$ cat src/hw/rtl/kac_pkg.sv
package kac_pkg;

    // Item kinds on the input channel.
    localparam logic [1:0] KIND_KEY    = 2'd0;
    localparam logic [1:0] KIND_TICK   = 2'd1;
    localparam logic [1:0] KIND_REMOTE = 2'd2;

    // Remote command codes.
    localparam logic [2:0] OP_ARM     = 3'd0;
    localparam logic [2:0] OP_DISARM  = 3'd1;
    localparam logic [2:0] OP_SET     = 3'd2;
    localparam logic [2:0] OP_SOUND   = 3'd3;
    localparam logic [2:0] OP_MUTE    = 3'd4;

    // Status message codes.
    localparam logic [2:0] MSG_NONE     = 3'd0;
    localparam logic [2:0] MSG_SET      = 3'd1;
    localparam logic [2:0] MSG_MISMATCH = 3'd2;
    localparam logic [2:0] MSG_INVALID  = 3'd3;
    localparam logic [2:0] MSG_ARMED    = 3'd4;
    localparam logic [2:0] MSG_DISARMED = 3'd5;
    localparam logic [2:0] MSG_SOUNDING = 3'd6;
    localparam logic [2:0] MSG_MUTED    = 3'd7;

    // Code change progress as reported in change_step.
    localparam logic [1:0] CHG_NONE    = 2'd0;
    localparam logic [1:0] CHG_ENTER   = 2'd1;
    localparam logic [1:0] CHG_CONFIRM = 2'd2;

    // Key codes that act on a full entry buffer.
    localparam logic [3:0] KEY_A    = 4'd10;
    localparam logic [3:0] KEY_STAR = 4'd14;

    // Digits carried by a remote set command.
    localparam int REMOTE_DIGITS = 5;

    // Register map: one register, message_duration, at index 0.
    localparam logic        REG_MSG_DURATION = 1'b0;
    localparam logic [15:0] DURATION_RESET   = 16'd3000;
    localparam logic [15:0] TICKS_MAX        = 16'hFFFF;

    typedef struct packed {
        logic [1:0]  kind;
        logic [3:0]  key;
        logic        door_open;
        logic [2:0]  remote_op;
        logic [19:0] remote_code;
    } kac_in_t;

    typedef struct packed {
        logic       armed_now;
        logic       siren_on;
        logic [1:0] change_step;
        logic [2:0] entered_count;
        logic [2:0] message_id;
        logic       trigger_event;
    } kac_out_t;

    // Control handed from the pipeline to the state update logic.
    typedef struct packed {
        logic        step;
        logic [15:0] duration;
    } kac_ctrl_t;

endpackage

$ cat src/hw/rtl/kac_core.sv
module kac_core #(
    parameter int CODE_DIGITS = 5
) (
    input  logic               aclk,
    input  logic               aresetn,
    input  kac_pkg::kac_ctrl_t ctrl,
    input  kac_pkg::kac_in_t   item,
    output kac_pkg::kac_out_t  result
);
    import kac_pkg::*;

    localparam int CW = $clog2(CODE_DIGITS + 1);
    localparam int IW = (CODE_DIGITS > 1) ? $clog2(CODE_DIGITS) : 1;

    // Digit 0 is the first digit typed.
    logic [CODE_DIGITS-1:0][3:0] stored_code_reg, stored_code_next;
    logic [CODE_DIGITS-1:0][3:0] entry_buffer_reg;
    logic [CODE_DIGITS-1:0][3:0] first_entry_reg;
    logic [CODE_DIGITS-1:0][3:0] code_load;
    logic [CW-1:0]               entry_count_reg, entry_count_next;
    logic [CW+2:0]               count_wide;
    logic                        held_reg, held_next;
    logic                        changing_reg, changing_next;
    logic                        armed_reg, armed_next;
    logic                        sounding_reg, sounding_next;
    logic [2:0]                  message_reg, message_next;
    logic [15:0]                 ticks_reg, ticks_next;
    logic [15:0]                 ticks_inc;
    logic                        buf_we, first_we, trig;
    logic                        buf_full, entry_match, first_match_ok;

    // Remote set: the first five digits come from the command, the rest are zero.
    for (genvar g = 0; g < CODE_DIGITS; g++) begin : g_load
        if (g < REMOTE_DIGITS) begin : g_from_cmd
            assign code_load[g] = item.remote_code[4*(REMOTE_DIGITS-1-g) +: 4];
        end else begin : g_zero
            assign code_load[g] = 4'd0;
        end
    end

    assign buf_full       = (entry_count_reg == CW'(CODE_DIGITS));
    assign entry_match    = (entry_buffer_reg == stored_code_reg);
    assign first_match_ok = (first_entry_reg == entry_buffer_reg);
    assign ticks_inc      = (ticks_reg == TICKS_MAX) ? ticks_reg : ticks_reg + 16'd1;

    always_comb begin
        stored_code_next = stored_code_reg;
        entry_count_next = entry_count_reg;
        held_next        = held_reg;
        changing_next    = changing_reg;
        armed_next       = armed_reg;
        sounding_next    = sounding_reg;
        message_next     = message_reg;
        ticks_next       = ticks_reg;
        buf_we           = 1'b0;
        first_we         = 1'b0;
        trig             = 1'b0;
        case (item.kind)
            KIND_KEY: begin
                if (message_reg == MSG_NONE) begin
                    if (!buf_full) begin
                        buf_we           = 1'b1;
                        entry_count_next = entry_count_reg + CW'(1);
                    end else begin
                        entry_count_next = '0;
                        if (changing_reg) begin
                            if (!held_reg) begin
                                first_we  = 1'b1;
                                held_next = 1'b1;
                            end else begin
                                if (first_match_ok) begin
                                    stored_code_next = first_entry_reg;
                                    message_next     = MSG_SET;
                                end else begin
                                    message_next = MSG_MISMATCH;
                                end
                                ticks_next    = '0;
                                changing_next = 1'b0;
                                held_next     = 1'b0;
                            end
                        end else if (entry_match) begin
                            if (sounding_reg) begin
                                sounding_next = 1'b0;
                                armed_next    = 1'b0;
                            end else if (item.key == KEY_A) begin
                                armed_next = !armed_reg;
                            end else if (item.key == KEY_STAR) begin
                                changing_next = 1'b1;
                            end
                        end else begin
                            message_next = MSG_INVALID;
                            ticks_next   = '0;
                        end
                    end
                end
            end
            KIND_TICK: begin
                if (message_reg != MSG_NONE) begin
                    if (ticks_inc >= ctrl.duration) begin
                        message_next = MSG_NONE;
                        ticks_next   = '0;
                    end else begin
                        ticks_next = ticks_inc;
                    end
                end
                if (item.door_open && armed_reg && !sounding_reg) begin
                    sounding_next = 1'b1;
                    trig          = 1'b1;
                end
            end
            KIND_REMOTE: begin
                case (item.remote_op)
                    OP_ARM: begin
                        armed_next   = 1'b1;
                        message_next = MSG_ARMED;
                        ticks_next   = '0;
                    end
                    OP_DISARM: begin
                        armed_next   = 1'b0;
                        message_next = MSG_DISARMED;
                        ticks_next   = '0;
                    end
                    OP_SET: begin
                        changing_next    = 1'b0;
                        held_next        = 1'b0;
                        stored_code_next = code_load;
                        message_next     = MSG_SET;
                        ticks_next       = '0;
                    end
                    OP_SOUND: begin
                        sounding_next = 1'b1;
                        message_next  = MSG_SOUNDING;
                        ticks_next    = '0;
                    end
                    OP_MUTE: begin
                        sounding_next = 1'b0;
                        armed_next    = 1'b0;
                        message_next  = MSG_MUTED;
                        ticks_next    = '0;
                    end
                    default: begin
                    end
                endcase
            end
            default: begin
            end
        endcase
    end

    always_ff @(posedge aclk) begin
        if (!aresetn) begin
            stored_code_reg <= '0;
            entry_count_reg <= '0;
            held_reg        <= 1'b0;
            changing_reg    <= 1'b0;
            armed_reg       <= 1'b0;
            sounding_reg    <= 1'b0;
            message_reg     <= MSG_NONE;
            ticks_reg       <= '0;
        end else if (ctrl.step) begin
            stored_code_reg <= stored_code_next;
            entry_count_reg <= entry_count_next;
            held_reg        <= held_next;
            changing_reg    <= changing_next;
            armed_reg       <= armed_next;
            sounding_reg    <= sounding_next;
            message_reg     <= message_next;
            ticks_reg       <= ticks_next;
        end
    end

    // The digit buffers are only read where they were written, so they need no reset.
    always_ff @(posedge aclk) begin
        if (ctrl.step && buf_we) begin
            entry_buffer_reg[entry_count_reg[IW-1:0]] <= item.key;
        end
        if (ctrl.step && first_we) begin
            first_entry_reg <= entry_buffer_reg;
        end
    end

    assign count_wide = {3'b000, entry_count_next};

    always_comb begin
        result.armed_now     = armed_next;
        result.siren_on      = sounding_next;
        result.change_step   = !changing_next ? CHG_NONE : (held_next ? CHG_CONFIRM : CHG_ENTER);
        result.entered_count = count_wide[2:0];
        result.message_id    = message_next;
        result.trigger_event = trig;
    end

endmodule

$ cat src/hw/rtl/keypad_alarm_controller_unit.sv
// Keypad alarm controller: one result word for every input word.
// Each accepted word is held in the input register; its state update is made as
// its result enters the result register, which then holds the result word.
// Throughput is one word per cycle while the result channel is not stalled, set by the single state update stage.
// Reset (aresetn, synchronous, active low) clears the pipeline, the flags, the message,
// the entry count and the stored code, and loads message_duration with 3000.
module keypad_alarm_controller_unit #(
    parameter int CODE_DIGITS = 5
) (
    input  logic             aclk,
    input  logic             aresetn,
    // Input channel
    input  logic             s_valid,
    output logic             s_ready,
    input  kac_pkg::kac_in_t s_data,
    // Result channel
    output logic              m_valid,
    input  logic              m_ready,
    output kac_pkg::kac_out_t m_data,
    // Configuration port
    input  logic        psel,
    input  logic        penable,
    input  logic        pwrite,
    input  logic [2:0]  paddr,
    input  logic [31:0] pwdata,
    output logic [31:0] prdata,
    output logic        pready
);
    import kac_pkg::*;

    logic      in_vld_reg;
    kac_in_t   in_data_reg;
    logic      out_vld_reg;
    kac_out_t  out_data_reg;
    logic      advance;
    logic      cfg_write;
    logic [15:0] duration_reg;
    kac_ctrl_t core_ctrl;
    kac_out_t  core_result;

    // The result register moves whenever it is empty or being taken. The input
    // register can take a new word whenever its own word moves on, so a stalled
    // result still leaves room for one more word in the input register.
    assign advance = !out_vld_reg || m_ready;
    assign s_ready = !in_vld_reg || advance;

    always_ff @(posedge aclk) begin
        if (!aresetn) begin
            in_vld_reg  <= 1'b0;
            out_vld_reg <= 1'b0;
        end else begin
            if (s_ready) begin
                in_vld_reg <= s_valid;
            end
            if (advance) begin
                out_vld_reg <= in_vld_reg;
            end
        end
    end

    always_ff @(posedge aclk) begin
        if (s_valid && s_ready) begin
            in_data_reg <= s_data;
        end
        if (advance && in_vld_reg) begin
            out_data_reg <= core_result;
        end
    end

    assign m_valid = out_vld_reg;
    assign m_data  = out_data_reg;

    // Configuration: a write lands on the access cycle. Addresses outside the
    // register map are ignored and read back as zero.
    assign pready    = 1'b1;
    assign cfg_write = psel && penable && pwrite && pready;

    always_ff @(posedge aclk) begin
        if (!aresetn) begin
            duration_reg <= DURATION_RESET;
        end else if (cfg_write && (paddr[2] == REG_MSG_DURATION)) begin
            duration_reg <= pwdata[15:0];
        end
    end

    always_comb begin
        case (paddr[2])
            REG_MSG_DURATION: prdata = {16'd0, duration_reg};
            default:          prdata = 32'd0;
        endcase
    end

    // The state update for the word in the input register is committed in the
    // same cycle that its result enters the result register.
    assign core_ctrl.step     = advance && in_vld_reg;
    assign core_ctrl.duration = duration_reg;

    kac_core #(
        .CODE_DIGITS (CODE_DIGITS)
    ) u_core (
        .aclk    (aclk),
        .aresetn (aresetn),
        .ctrl    (core_ctrl),
        .item    (in_data_reg),
        .result  (core_result)
    );

endmodule

$ cat config.mk
export PLATFORM = sky130hd
export DESIGN_NAME = keypad_alarm_controller_unit
export DESIGN_NICKNAME = d
export VERILOG_FILES = /design/src/hw/rtl/kac_pkg.sv /design/src/hw/rtl/kac_core.sv /design/src/hw/rtl/keypad_alarm_controller_unit.sv
export SDC_FILE = /design/constraint.sdc
export NUM_CORES = 1
export LEC_CHECK = 0
export BUFFER_PORTS_ARGS = -buffer_cell sky130_fd_sc_hd__clkbuf_2
export CAP_MARGIN = 15
export CORE_AREA = 2 2 140 142
export CTS_CLUSTER_DIAMETER = 40
export DETAILED_ROUTE_END_ITERATION = 16
export DIE_AREA = 0 0 142 144
export GPL_TIMING_DRIVEN = 0
export SETUP_SLACK_MARGIN = 0.4
export SLEW_MARGIN = 25
export SYNTH_ARGS = -nofsm -noshare
export SYNTH_HDL_FRONTEND = slang
export SYNTH_SLANG_ARGS = --single-unit
$ cat constraint.sdc
create_clock -name aclk -period 6.9 [get_ports aclk]
set_input_delay 1.38 -clock aclk [delete_from_list [all_inputs] [get_ports aclk]]
set_output_delay 1.38 -clock aclk [all_outputs]
set_load 0.02 [all_outputs]
Yosys cells after proc, flatten, opt, wreduce, memory -nomap -nowiden
Cells that the tools add are included.
{ "totals": {"regBits": 145, "output_inout_bits": 46, "word_cells": 163} }
{ "op_classes": {"add_sub_neg": 2, "magnitude_cmp": 3, "eq_ne": 22, "mux": 73, "bitwise": 1, "reduce_logical": 26} }
{ "op_table": {"columns": ["op", "n"], "rows": [
  ["two-way mux 16 bit", 10],
  ["two-way mux 20 bit", 6],
  ["case mux 16 bit (3 select lines)", 1],
  ["== test 20 bit", 2],
  ["case mux 20 bit (2 select lines)", 1],
  ["two-way mux 1 bit", 32],
  ["two-way mux 3 bit", 10],
  ["bitwise mux 20 bit", 1],
  ["adder 16 x 1 -> 16 bit (second input constant)", 1],
  ["== test 16 bit (second input constant)", 1],
  [">= comparator 16 bit", 1],
  ["AND reduction 8 bit", 2],
  ["case mux 3 bit (5 select lines)", 1],
  ["!= test 2 x 1 -> 1 bit (second input constant)", 7],
  ["demux 4 bit (select 3 bit)", 1],
  ["logical AND 1 bit", 10],
  ["case mux 1 bit (2 select lines)", 5],
  ["case mux 3 bit (3 select lines)", 1],
  ["== test 4 bit (second input constant)", 2],
  ["== test 3 x 2 -> 1 bit (second input constant)", 2],
  ["== test 3 bit (second input constant)", 2],
  ["zero test 3 bit", 2],
  ["!= test 3 x 2 -> 1 bit (second input constant)", 2],
  ["nonzero test 3 bit", 2],
  ["17 further kinds", 22]
]} }

Longest topological paths before layout
Gate-level depths: netlist (run 1).
{ "logic_depth": {"depth_word": 9, "mapped_depth": 16, "depth_no_buf": 15} }

Cells and area by module
A second synthesis (run 1) with hierarchy kept.
{ "hier_totals": {"hier_cells": 690, "hier_area_um2": 7330.8} }
{ "modules_own_cells": {"columns": ["module", "n_inst", "cells_per_inst", "area_each_um2", "seq_area_each_um2"], "rows": [
  ["kac_core", 1, 534, 5073.6, 2122.0],
  ["keypad_alarm_controller_unit", 1, 156, 2257.2, 1591.5]
]} }

Least setup slack after synthesis (run 1)
Ideal clock, no wire load.
{ "synth_timing": {"path_kind": "flip-flop to flip-flop", "startpoint": "register u_core.ticks_reg[0]", "endpoint": "register u_core.ticks_reg[0]", "setup_ns": 0.075, "arrival_ns": 3.487, "t_required_ns": 6.825, "slack_ns": 3.338, "path_stages_with_launch": 15, "n_path_buf": 1, "cell_sequence": "dfxtp_1 > ha_1 > nand4_1 > or2_2 > nor3_2 > nor2b_1 > nand3_1 > xnor2_1 > ha_1 > and4_1 > a221o_1 > a211oi_1 > clkbuf_1 > a21oi_1 > o22ai_1"} }
{ "synth_via": {"elab_chain_cells": 6, "word_cells_on_any_way": 7, "cone_classes": "1 x add/sub; 1 x order compare; 1 x eq/ne; 4 x mux"} }
{ "synth_rtl": {"columns": ["element", "line_no", "text"], "rows": [
  ["from (decl)", "kac_core.sv:27", "logic [15:0] ticks_reg, ticks_next;"],
  ["from (signal assigned)", "kac_core.sv:168", "ticks_reg <= ticks_next;"],
  ["adder 16 x 1 -> 16 bit / == test 16 bit (equally long branches)", "kac_core.sv:44", "assign ticks_inc = (ticks_reg == TICKS_MAX) ? ticks_reg : ticks_reg + 16'd1;"],
  ["two-way mux 16 bit *", "kac_core.sv:44", null],
  [">= comparator 16 bit", "kac_core.sv:99", "if (ticks_inc >= ctrl.duration) begin"],
  ["two-way mux 16 bit *", "kac_core.sv:99", null],
  ["two-way mux 16 bit *", "kac_core.sv:98", "if (message_reg != MSG_NONE) begin"],
  ["case mux 16 bit (3 select lines) *", "kac_core.sv:58", "case (item.kind)"]
]} }
Mark *: on every way between the ends. The rest lies on a longest branch, timed or not. The select of a mux whose other input is x is not followed.
A chain may end at the register's enable or synchronous reset.

Worst setup path after layout (run 1)
Ends and elaborated chain as after synthesis.

==> impl_metrics.ini, run 1 <==
[placed_design]
dpl_cell_area_um2 = 7918
port_buffers = 81
post-place-ws_ns = 2.619
dp_hpwl_mm = 12.46
gp_congestion = 0.8531

[drt]
dr.pass1.iters = 5
vias = 5181
routedWlPerCell_um = 16.59
postRouteAntennaNets = 0
post-route-drc-count = 0
routed_wl_mm = 17.19
drtIter0Drc = 331
via_per_inst = 5.001

[synth]
synth_simple_gate_area_share_pct = 16.36
yosysWarningCount = 0
netlist.area_leader.share_pct = 34.12
synth_area_leader_cell = edfxtp_1
async_flop_share_pct = 0
post_synth_fa_ha_maj_area_fraction_pct = 3.159
muxShareOfSynthArea_pct = 3.580
synth_area_um2 = 7129
synth_xor_area_share_pct = 6.143
seq_area_frac_synth_pct = 52.09
synth_compound_area_share_pct = 12.79
synth_cell_types = 61
syn_avg_cell_area_um2 = 10.66
synth-seq-cells = 145
synth_edf_count = 81
ys.flop_type = edfxtp_1
synth_top_family_by_area = simple AND/OR/NAND/NOR gates
synthTopCellsByArea = edfxtp_1 (34%), dfxtp_1 (18%), nand2_1 (5.2%)
synth_cells = 669

[clock_tree]
hold_buffers = 0
cts_buffers = 17
h-tree-depth = 4
clk_path_buf_depth = 2
cts_tree = built
post-cts-setup-buffer-count = 0
cts_resized = 0
ctsRootBufferMaster = clkbuf_16
clkTransAtPathRegs_ns = 0.07
clkSinkCount = 145
clock_latency_ns = 0.43

[floorplan]
num_rows = 51
ioPinCount = 118
initial_core_util_pct = 37.37
die_h_um = 144
dieArea_um2 = 20450
die_w_um = 142
coreArea_um2 = 19080

[layout]
layout_common_cells = nand2_1 (98), edfxtp_1 (81), clkbuf_2 (81)
largest_reg_flops = 30
fin_util_pct = 44.44
design_area_um2 = 8478
mostFrequentLayoutCell = nand2_1
drive_gt1_share_pct = 19.42
area_growth_pct = 18.92
antenna_cells = 0
fin_nets = 875

[global_routing]
overflow = 0
grt_max_degree = 21
grt_pass1_wl_mm = 26.93
grt_pass1_vias = 5075
grt.total_usage_pct = 17.38
antenna_found_initial = 0

[power_and_ir_drop]
vdd_ir_drop_max_mv = 0.1521
cellLeakagePower_nw = 3.512
power.density_nw_per_um2 = 232.3

[worst_setup_path]
critPathMaxStageDelay_ns = 0.50
cp_max_fo = 10
slowest_stage = nor3_2
cp_num_cells = 14
worst_setup_path_end_kind = flip-flop
cp_cell_sequence = ha_1 -> nand4_1 -> or2_2 -> nor3_2 -> nor2b_1 -> nand3_1 -> xnor2_1 -> ha_1 -> and4_1 -> a221o_1 -> a211oi_1 -> clkbuf_1 -> a21oi_1 -> o22ai_1
start_kind = flip-flop
worstRegToRegCells = 14
crit_arrival_ns = 4.70
crit_type = reg -> reg
path_delay_family = simple AND/OR/NAND/NOR gates
cp_data_required_time_ns = 7.25
reg2reg_slack_ns = 2.55
path_buf_inv = 1
cp_common_cell = ha_1

[status]
status = finished clean

[timing]
setup_viol = 0
final-max-slew-violation-count = 0
skew_ns = 0.01192
whs_ns = 0.4659
rsz0062_at_grt = false
max_freq_ghz = 0.2299
tns_ns = 0
worst_slack_ns = 2.551
worst_slew_pin_slew_ns = 0.9471
hold_viol = 0
post-route-period-util_pct = 63.03
max-slew-margin-rel_pct = 36.37
period_needed_ns = 4.349

[job]
maxCapViolCount = 0

[hold_path]
hold-path-cell-count = 2
hp-class = reg -> reg
[kinds of logic (layout without fill, tap and decap cells)]
group / after synthesis / in the layout
AOI/OAI and AO/OA: 125 / 125
and+or+nand+nor: 235 / 235
DFF: 145 / 145
adders and majority gates: 18 / 18
muxes: 25 / 25
xor gates and xnor gates: 50 / 50
other: 2 / 17
buffers and inverters: 69 / 183
[cell type report]
type,count,area [µm²]
inverters,20,75.07
clock inverters,13,126.4
multi-input cells,470,3063
plain buffers,49,336.6
fillers,1794,10600
clock buffers,19,432.9
flip-flops and latches,145,3714
repair buffers,82,432.9
well taps,238,297.8
[layer usage]
layer | part of all wire [%] | vias up | track usage [%]
met2 | 50 | 147 | 30.38
met3 | 4.3 | 19 | 3.775
met1 | 45 | 2405 | 21.64
met4 | 1.3 | 0 | 5.053
li1 | - | 2610 | -
met5 | 0 | - | 0
[power breakdown]
group / total, W / leakage (nW) / internal, W / switching (W)
combinational: 0.000135 / 1.97 / 0.0000542 / 0.0000807
sequential: 0.000948 / 1.27 / 0.000933 / 0.0000144
clock: 0.000887 / 0.268 / 0.000502 / 0.000384
total: 0.00197 / 3.51 / 0.00149 / 0.000480
[cells in the mapped netlist, drive strengths merged, types with 3 or more instances]
cell     n
o211ai   9
buf     24
o31ai    4
mux2i   21
nor3    12
and3     8
xnor2   29
a21oi   22
nor4     7
inv     20
dfxtp   64
or3      3
o22ai   10
edfxtp  81
nor2b    9
nand3b  10
mux2     4
and2     3
or3b     3
a41oi    4
nand3   11
and4     4
xor2    21
nand2   98
nand4    8
nand2b   5
o211a   20
nor2    41
ha      18
clkbuf  24
o21ai   17
a21boi  20
nand4b   5
[worst register-to-register path: cells and delay by family, from the launching register on]
kind	cells	cell delay [ns]
DFF	1	0.40
and+or+nand+nor	6	1.61
buffers and inverters	1	0.46
AOI/OAI and AO/OA	4	1.11
adders and majority gates	2	0.53
xor gates and xnor gates	1	0.16
[stage by stage]
step	power (W)	instances
finish	0.001969	1036
global route	0.002031	1036
CTS	0.001984	1036
detailed placement	0.001102	1004
global placement	0.001100	1003
floorplan	0.001050	684
[final timing paths]
check,from,end
worst max-delay path,u_core.ticks_reg[0],u_core.ticks_reg[0]
worst min-delay path,duration_reg[1],duration_reg[1]
worst max register to register,u_core.ticks_reg[0],u_core.ticks_reg[0]
worst min register to register,duration_reg[1],duration_reg[1]
Power figures use the tool's default switching activity.
==> run 2: changes to the inputs <==
clock period = 3.7 ns   (was 6.9 ns; I/O delays follow)
==> impl_metrics.ini, run 2 (synthesized netlist as in run 1, its figures left out) <==
[status]
status = finished clean

[worst_setup_path]
reg2reg_slack_ns = 0.46
crit_type = reg -> reg
worstRegToRegCells = 23
cp_max_fo = 3
crit_arrival_ns = 3.56
worst_setup_path_end_kind = flip-flop
start_kind = flip-flop
cp_data_required_time_ns = 4.01
r2r_start = u_core.ticks_reg[1]
r2r_end = u_core.ticks_reg[10]

[timing]
setup_viol = 0
tns_ns = 0
worst_slew_pin_slew_ns = 1.019
worst_slack_ns = 0.4556
max-slew-margin-rel_pct = 32.08
post-route-period-util_pct = 87.69
max_freq_ghz = 0.3082
rsz0062_at_grt = true
period_needed_ns = 3.244
skew_ns = 0.009087
final-max-slew-violation-count = 0
whs_ns = 0.4659
hold_viol = 0

[layout]
area_growth_pct = 27.34
fin_nets = 913
fillers = 1733
antenna_cells = 0
finalNonFillerCells = 1074
design_area_um2 = 9079
layout_common_cells = nand2_1 (96), edfxtp_1 (81), clkbuf_2 (81)
drive_gt1_share_pct = 27.75
largest_reg_flops = 30
mostFrequentLayoutCell = nand2_1

[power_and_ir_drop]
power.switching_w = 0.0008284
sw_frac_of_total_pct = 22.89
vdd_ir_drop_max_mv = 0.2888
internal_power_w = 0.002791
power.density_nw_per_um2 = 398.6
clockPowerShare_pct = 43.9
cellLeakagePower_nw = 3.789
share_comb_of_total_power_pct = 7.3
seq_power_share_pct = 48.8

[placed_design]
dp_hpwl_mm = 12.26
dpl.cell_count = 1004
port_buffers = 81
post-place-ws_ns = -0.08661
gp_congestion = 0.8282
dpl_cell_area_um2 = 7931

[floorplan]
die_w_um = 142
die_h_um = 144
coreArea_um2 = 19080
ioPinCount = 118
initial_core_util_pct = 37.37
dieArea_um2 = 20450
num_rows = 51

[global_routing]
overflow = 0
grt_pass1_wl_mm = 27.50
grt_pass1_vias = 5204
antenna_found_initial = 0
grt.total_usage_pct = 17.69
grt_max_degree = 21

[clock_tree]
clk_path_buf_depth = 2
cts_buffers = 17
cts_tree = built
clkSinkCount = 145
clkTransAtPathRegs_ns = 0.06
clock_latency_ns = 0.42
ctsRootBufferMaster = clkbuf_16
h-tree-depth = 4

[drt]
dr.pass1.iters = 4
via_per_inst = 4.928
routedWlPerCell_um = 16.45
vias = 5293
drtIter0Drc = 342
post-route-drc-count = 0
routed_wl_mm = 17.67
postRouteAntennaNets = 0

[hold_path]
hp-class = reg -> reg
holdPathEnd = duration_reg[2]
holdCritStartpoint = duration_reg[2]
hold-path-cell-count = 2

[job]
maxCapViolCount = 0
-- run 2: cell count changes in the layout (fill, tap and decap cells not counted), moves of 5 or more --
cell	before	now
buf_4	17	47
buf_6	5	12
clkbuf_8	4	9
dfxtp_1	64	56
-- run 2: repair_timing --
action,in CTS,in global routing
resized for setup,44,32
hold buffers,0,0
setup buffers,25,11
pin swaps,17,20
setup endpoints to repair,22,22
cloned,2,0
-- run 2: layout make-up --
class	count	area [µm²]	area share [%]
buffer	49	371.6	4.093
sequential	145	3734	41.12
inverter	20	75.07	0.8269
multi-input combinational	470	3301	36.36
timing repair buffer	120	757.0	8.338
clock inverter	8	81.33	0.8958
tap	238	297.8	3.280
clock buffer	24	461.7	5.085
-- run 2: worst max-delay path: stages (launching register included) --
cell and delay [ns]:
dfxtp_4 0.35, ha_4 0.16, nand4_1 0.10, or2_4 0.15
nor3_4 0.04, buf_4 0.14, buf_6 0.12, nor4b_4 0.28
nor2_2 0.10, buf_4 0.14, buf_4 0.12, buf_4 0.12
buf_4 0.12, buf_4 0.12, buf_6 0.10, buf_4 0.12
buf_4 0.12, buf_6 0.10, buf_4 0.12, buf_4 0.12
buf_4 0.12, buf_4 0.12, nand3b_1 0.09, a21boi_1 0.07
-- run 2: power by group through the flow --
stage | Sequential (W) | Clock [W] | Combinational (W)
finish | 0.00176 | 0.00159 | 0.000265
global route | 0.00177 | 0.00168 | 0.000291
CTS | 0.00177 | 0.00161 | 0.000264
detailed placement | 0.00180 | 0 | 0.000252
global placement | 0.00180 | 0 | 0.000247
floorplan | 0.00180 | 0 | 0.000159
-- run 2: how the worst max path moves through the flow --
| stage | to | slack [ns] | start | cells past startpoint |
|---|---|---|---|---|
| CTS | u_core.ticks_reg[7] | 0.39 | u_core.ticks_reg[1] | 17 |
| global placement | u_core.ticks_reg[1] | -0.13 | u_core.ticks_reg[0] | 14 |
| finish | u_core.ticks_reg[10] | 0.46 | u_core.ticks_reg[1] | 23 |
| global route | u_core.ticks_reg[1] | 0.34 | u_core.ticks_reg[0] | 17 |
| detailed placement | u_core.ticks_reg[1] | -0.09 | u_core.ticks_reg[0] | 14 |
| floorplan | u_core.ticks_reg[1] | 0.41 | u_core.ticks_reg[0] | 14 |
-- run 2: through the flow --
step / util (%) / power (W)
after global placement: 41.42 / 0.002051
after CTS: 46.42 / 0.003645
final: 47.58 / 0.003619
after global routing: 47.58 / 0.003744
after detailed placement: 41.57 / 0.002054
after floorplan: - / 0.001959
-- run 2: layer usage --
metal  track usage [%]  wire, µm
met1             21.80      7952
met5                 0         0
met3             4.172       723
met4             6.158       279
met2             30.46      8716
==> run 3: changes to the inputs <==
CELL_PAD_IN_SITES_DETAIL_PLACEMENT = 1   (was unset)
CELL_PAD_IN_SITES_GLOBAL_PLACEMENT = 2   (was unset)
CORE_AREA = 2 2 150 152   (was 2 2 140 142)
DIE_AREA = 0 0 152 154   (was 0 0 142 144)
PLACE_DENSITY_LB_ADDON = 0.1   (was unset)
==> impl_metrics.ini, run 3 (synthesized netlist as in run 1, its figures left out) <==
[worst_setup_path]
worstRegToRegCells = 16
path_buf_inv = 4
slowest_stage = a221o_1
startpoint = u_core.ticks_reg[0]
cp_data_required_time_ns = 4.04
cp_common_cell = buf_6
cp_cell_sequence = ha_4 -> nand4_1 -> or2_4 -> nor3_4 -> buf_6 -> nor4b_2 -> nor2_1 -> buf_4 -> ha_1 -> and4_4 -> a221o_1 -> a211oi_4 -> buf_6 -> buf_8 -> a21oi_4 -> o22ai_1
worst_setup_path_end_kind = flip-flop
critPathMaxStageDelay_ns = 0.40
reg2reg_slack_ns = 0.43
start_kind = flip-flop
r2r_start = u_core.ticks_reg[0]
crit_type = reg -> reg
path_delay_family = simple AND/OR/NAND/NOR gates
crit_arrival_ns = 3.61
cp_num_cells = 16
r2r_end = u_core.ticks_reg[0]
cp_max_fo = 5

[job]
maxCapViolCount = 0

[layout]
fin_nets = 897
mostFrequentLayoutCell = nand2_1
multiInputGateArea_um2 = 3383
finalNonFillerCells = 1100
fillers = 2375
area_growth_pct = 28.17
drive_gt1_share_pct = 28.05
design_area_um2 = 9138
seqCellArea_um2 = 3732
largest_reg_flops = 30
fin_util_pct = 42.13
layout_common_cells = nand2_1 (96), clkbuf_2 (82), edfxtp_1 (81)
antenna_cells = 0

[floorplan]
die_w_um = 152
coreArea_um2 = 21690
initial_core_util_pct = 32.87
num_rows = 54
ioPinCount = 118
die_h_um = 154
dieArea_um2 = 23410

[drt]
via_per_inst = 4.948
post-route-drc-count = 0
vias = 5443
dr.pass1.iters = 4
drtIter0Drc = 192
postRouteAntennaNets = 0
routed_wl_mm = 20.94
routedWlPerCell_um = 19.04

[clock_tree]
cts_buffers = 17
clock_latency_ns = 0.43
clkTransAtPathRegs_ns = 0.06
clk_path_buf_depth = 2
clkSinkCount = 145
cts_tree = built
ctsRootBufferMaster = clkbuf_16
hold_buffers = 0
h-tree-depth = 4

[placed_design]
port_buffers = 81
post-place-ws_ns = -0.3079
dp_hpwl_mm = 15.03
dpl_cell_area_um2 = 7985
gp_congestion = 0.8038
dpl.cell_count = 1046

[timing]
max_freq_ghz = 0.3060
max-slew-margin-rel_pct = 33.43
worst_slew_pin_slew_ns = 0.9909
final-max-slew-violation-count = 0
post-route-period-util_pct = 88.33
rsz0062_at_grt = true
skew_ns = 0.01163
worst_slack_ns = 0.4319
hold_viol = 0
setup_viol = 0
tns_ns = 0
period_needed_ns = 3.268

[hold_path]
hp-class = reg -> reg
hold-path-cell-count = 2
holdPathEnd = duration_reg[2]
holdCritStartpoint = duration_reg[2]

[global_routing]
grt_pass1_wl_mm = 32.78
grt_pass1_vias = 5756
grt.total_usage_pct = 18.15
grt_max_degree = 21
antenna_found_initial = 1
overflow = 0

[status]
status = finished clean

[power_and_ir_drop]
cellLeakagePower_nw = 3.756
power.density_nw_per_um2 = 417.3
vdd_ir_drop_max_mv = 0.2002
==> run 3: changes by cell type in the layout (fill, tap and decap cells not counted), sizes merged <==
cell | before | now
clkbuf | 129 | 123
bufinv | 1 | 3
buf | 63 | 49
clkinv | 1 | 5
clkinvlp | 5 | 2
inv | 21 | 22
==> run 3: worst max-delay path by stage <==
stage	to	slack (ns)
final	u_core.ticks_reg[0]	0.43
after global routing	u_core.ticks_reg[3]	0.35
after CTS	u_core.ticks_reg[6]	0.36
after detailed placement	u_core.ticks_reg[0]	-0.31
after global placement	m_data[3]	-0.24
after floorplan	u_core.ticks_reg[1]	0.41
==> run 3: report_power, final <==
group          switching [W]  internal [W]  total, W
registers          0.0000279       0.00174   0.00177
clock network       0.000702       0.00106   0.00177
logic               0.000167      0.000114  0.000281
total               0.000897       0.00292   0.00381
==> run 3: cell type report <==
cell class / instances / share of cell area, %
clock buffer: 20 / 4.779
clock inverter: 12 / 1.725
sequential: 145 / 40.85
tap: 280 / 3.834
inverter: 20 / 0.8216
multi-input combinational: 470 / 37.03
timing repair buffer: 104 / 6.901
buffer: 49 / 4.067
==> run 3: metal layers <==
metal / wire (µm) / vias up / global-route usage [%]
met5: 15 / - / 0
met4: 365 / 2 / 6.809
met3: 706 / 22 / 3.805
met2: 9984 / 114 / 29.92
met1: 9869 / 2665 / 23.52
li1: - / 2640 / -
==> run 3: timing repair <==
action                                  4_1_cts  5_1_grt
resized for setup                            50       50
endpoints found under the setup margin       22       22
endpoints found under the hold margin         0        0
gates cloned                                  2        0
pin swaps                                    19       30
setup buffers                                17        3
==> run 3: worst reg2reg max path, stage by stage (launching register included) <==
cell and delay [ns]:
dfxtp_4 0.36, ha_4 0.14, nand4_1 0.12, or2_4 0.27, nor3_4 0.20, buf_6 0.15
nor4b_2 0.05, nor2_1 0.10, buf_4 0.14, ha_1 0.25, and4_4 0.20, a221o_1 0.40
a211oi_4 0.22, buf_6 0.17, buf_8 0.13, a21oi_4 0.07, o22ai_1 0.20
==> run 3: metrics by stage <==
step,hold slack [ns],total power [W]
6_report,0.4713,0.003813
5_1_grt,0.4685,0.003958
4_1_cts,0.4682,0.003855
3_5_place_dp,0.4643,0.002067
3_3_place_gp,0.4566,0.002057
2_1_floorplan,0.4435,0.001959
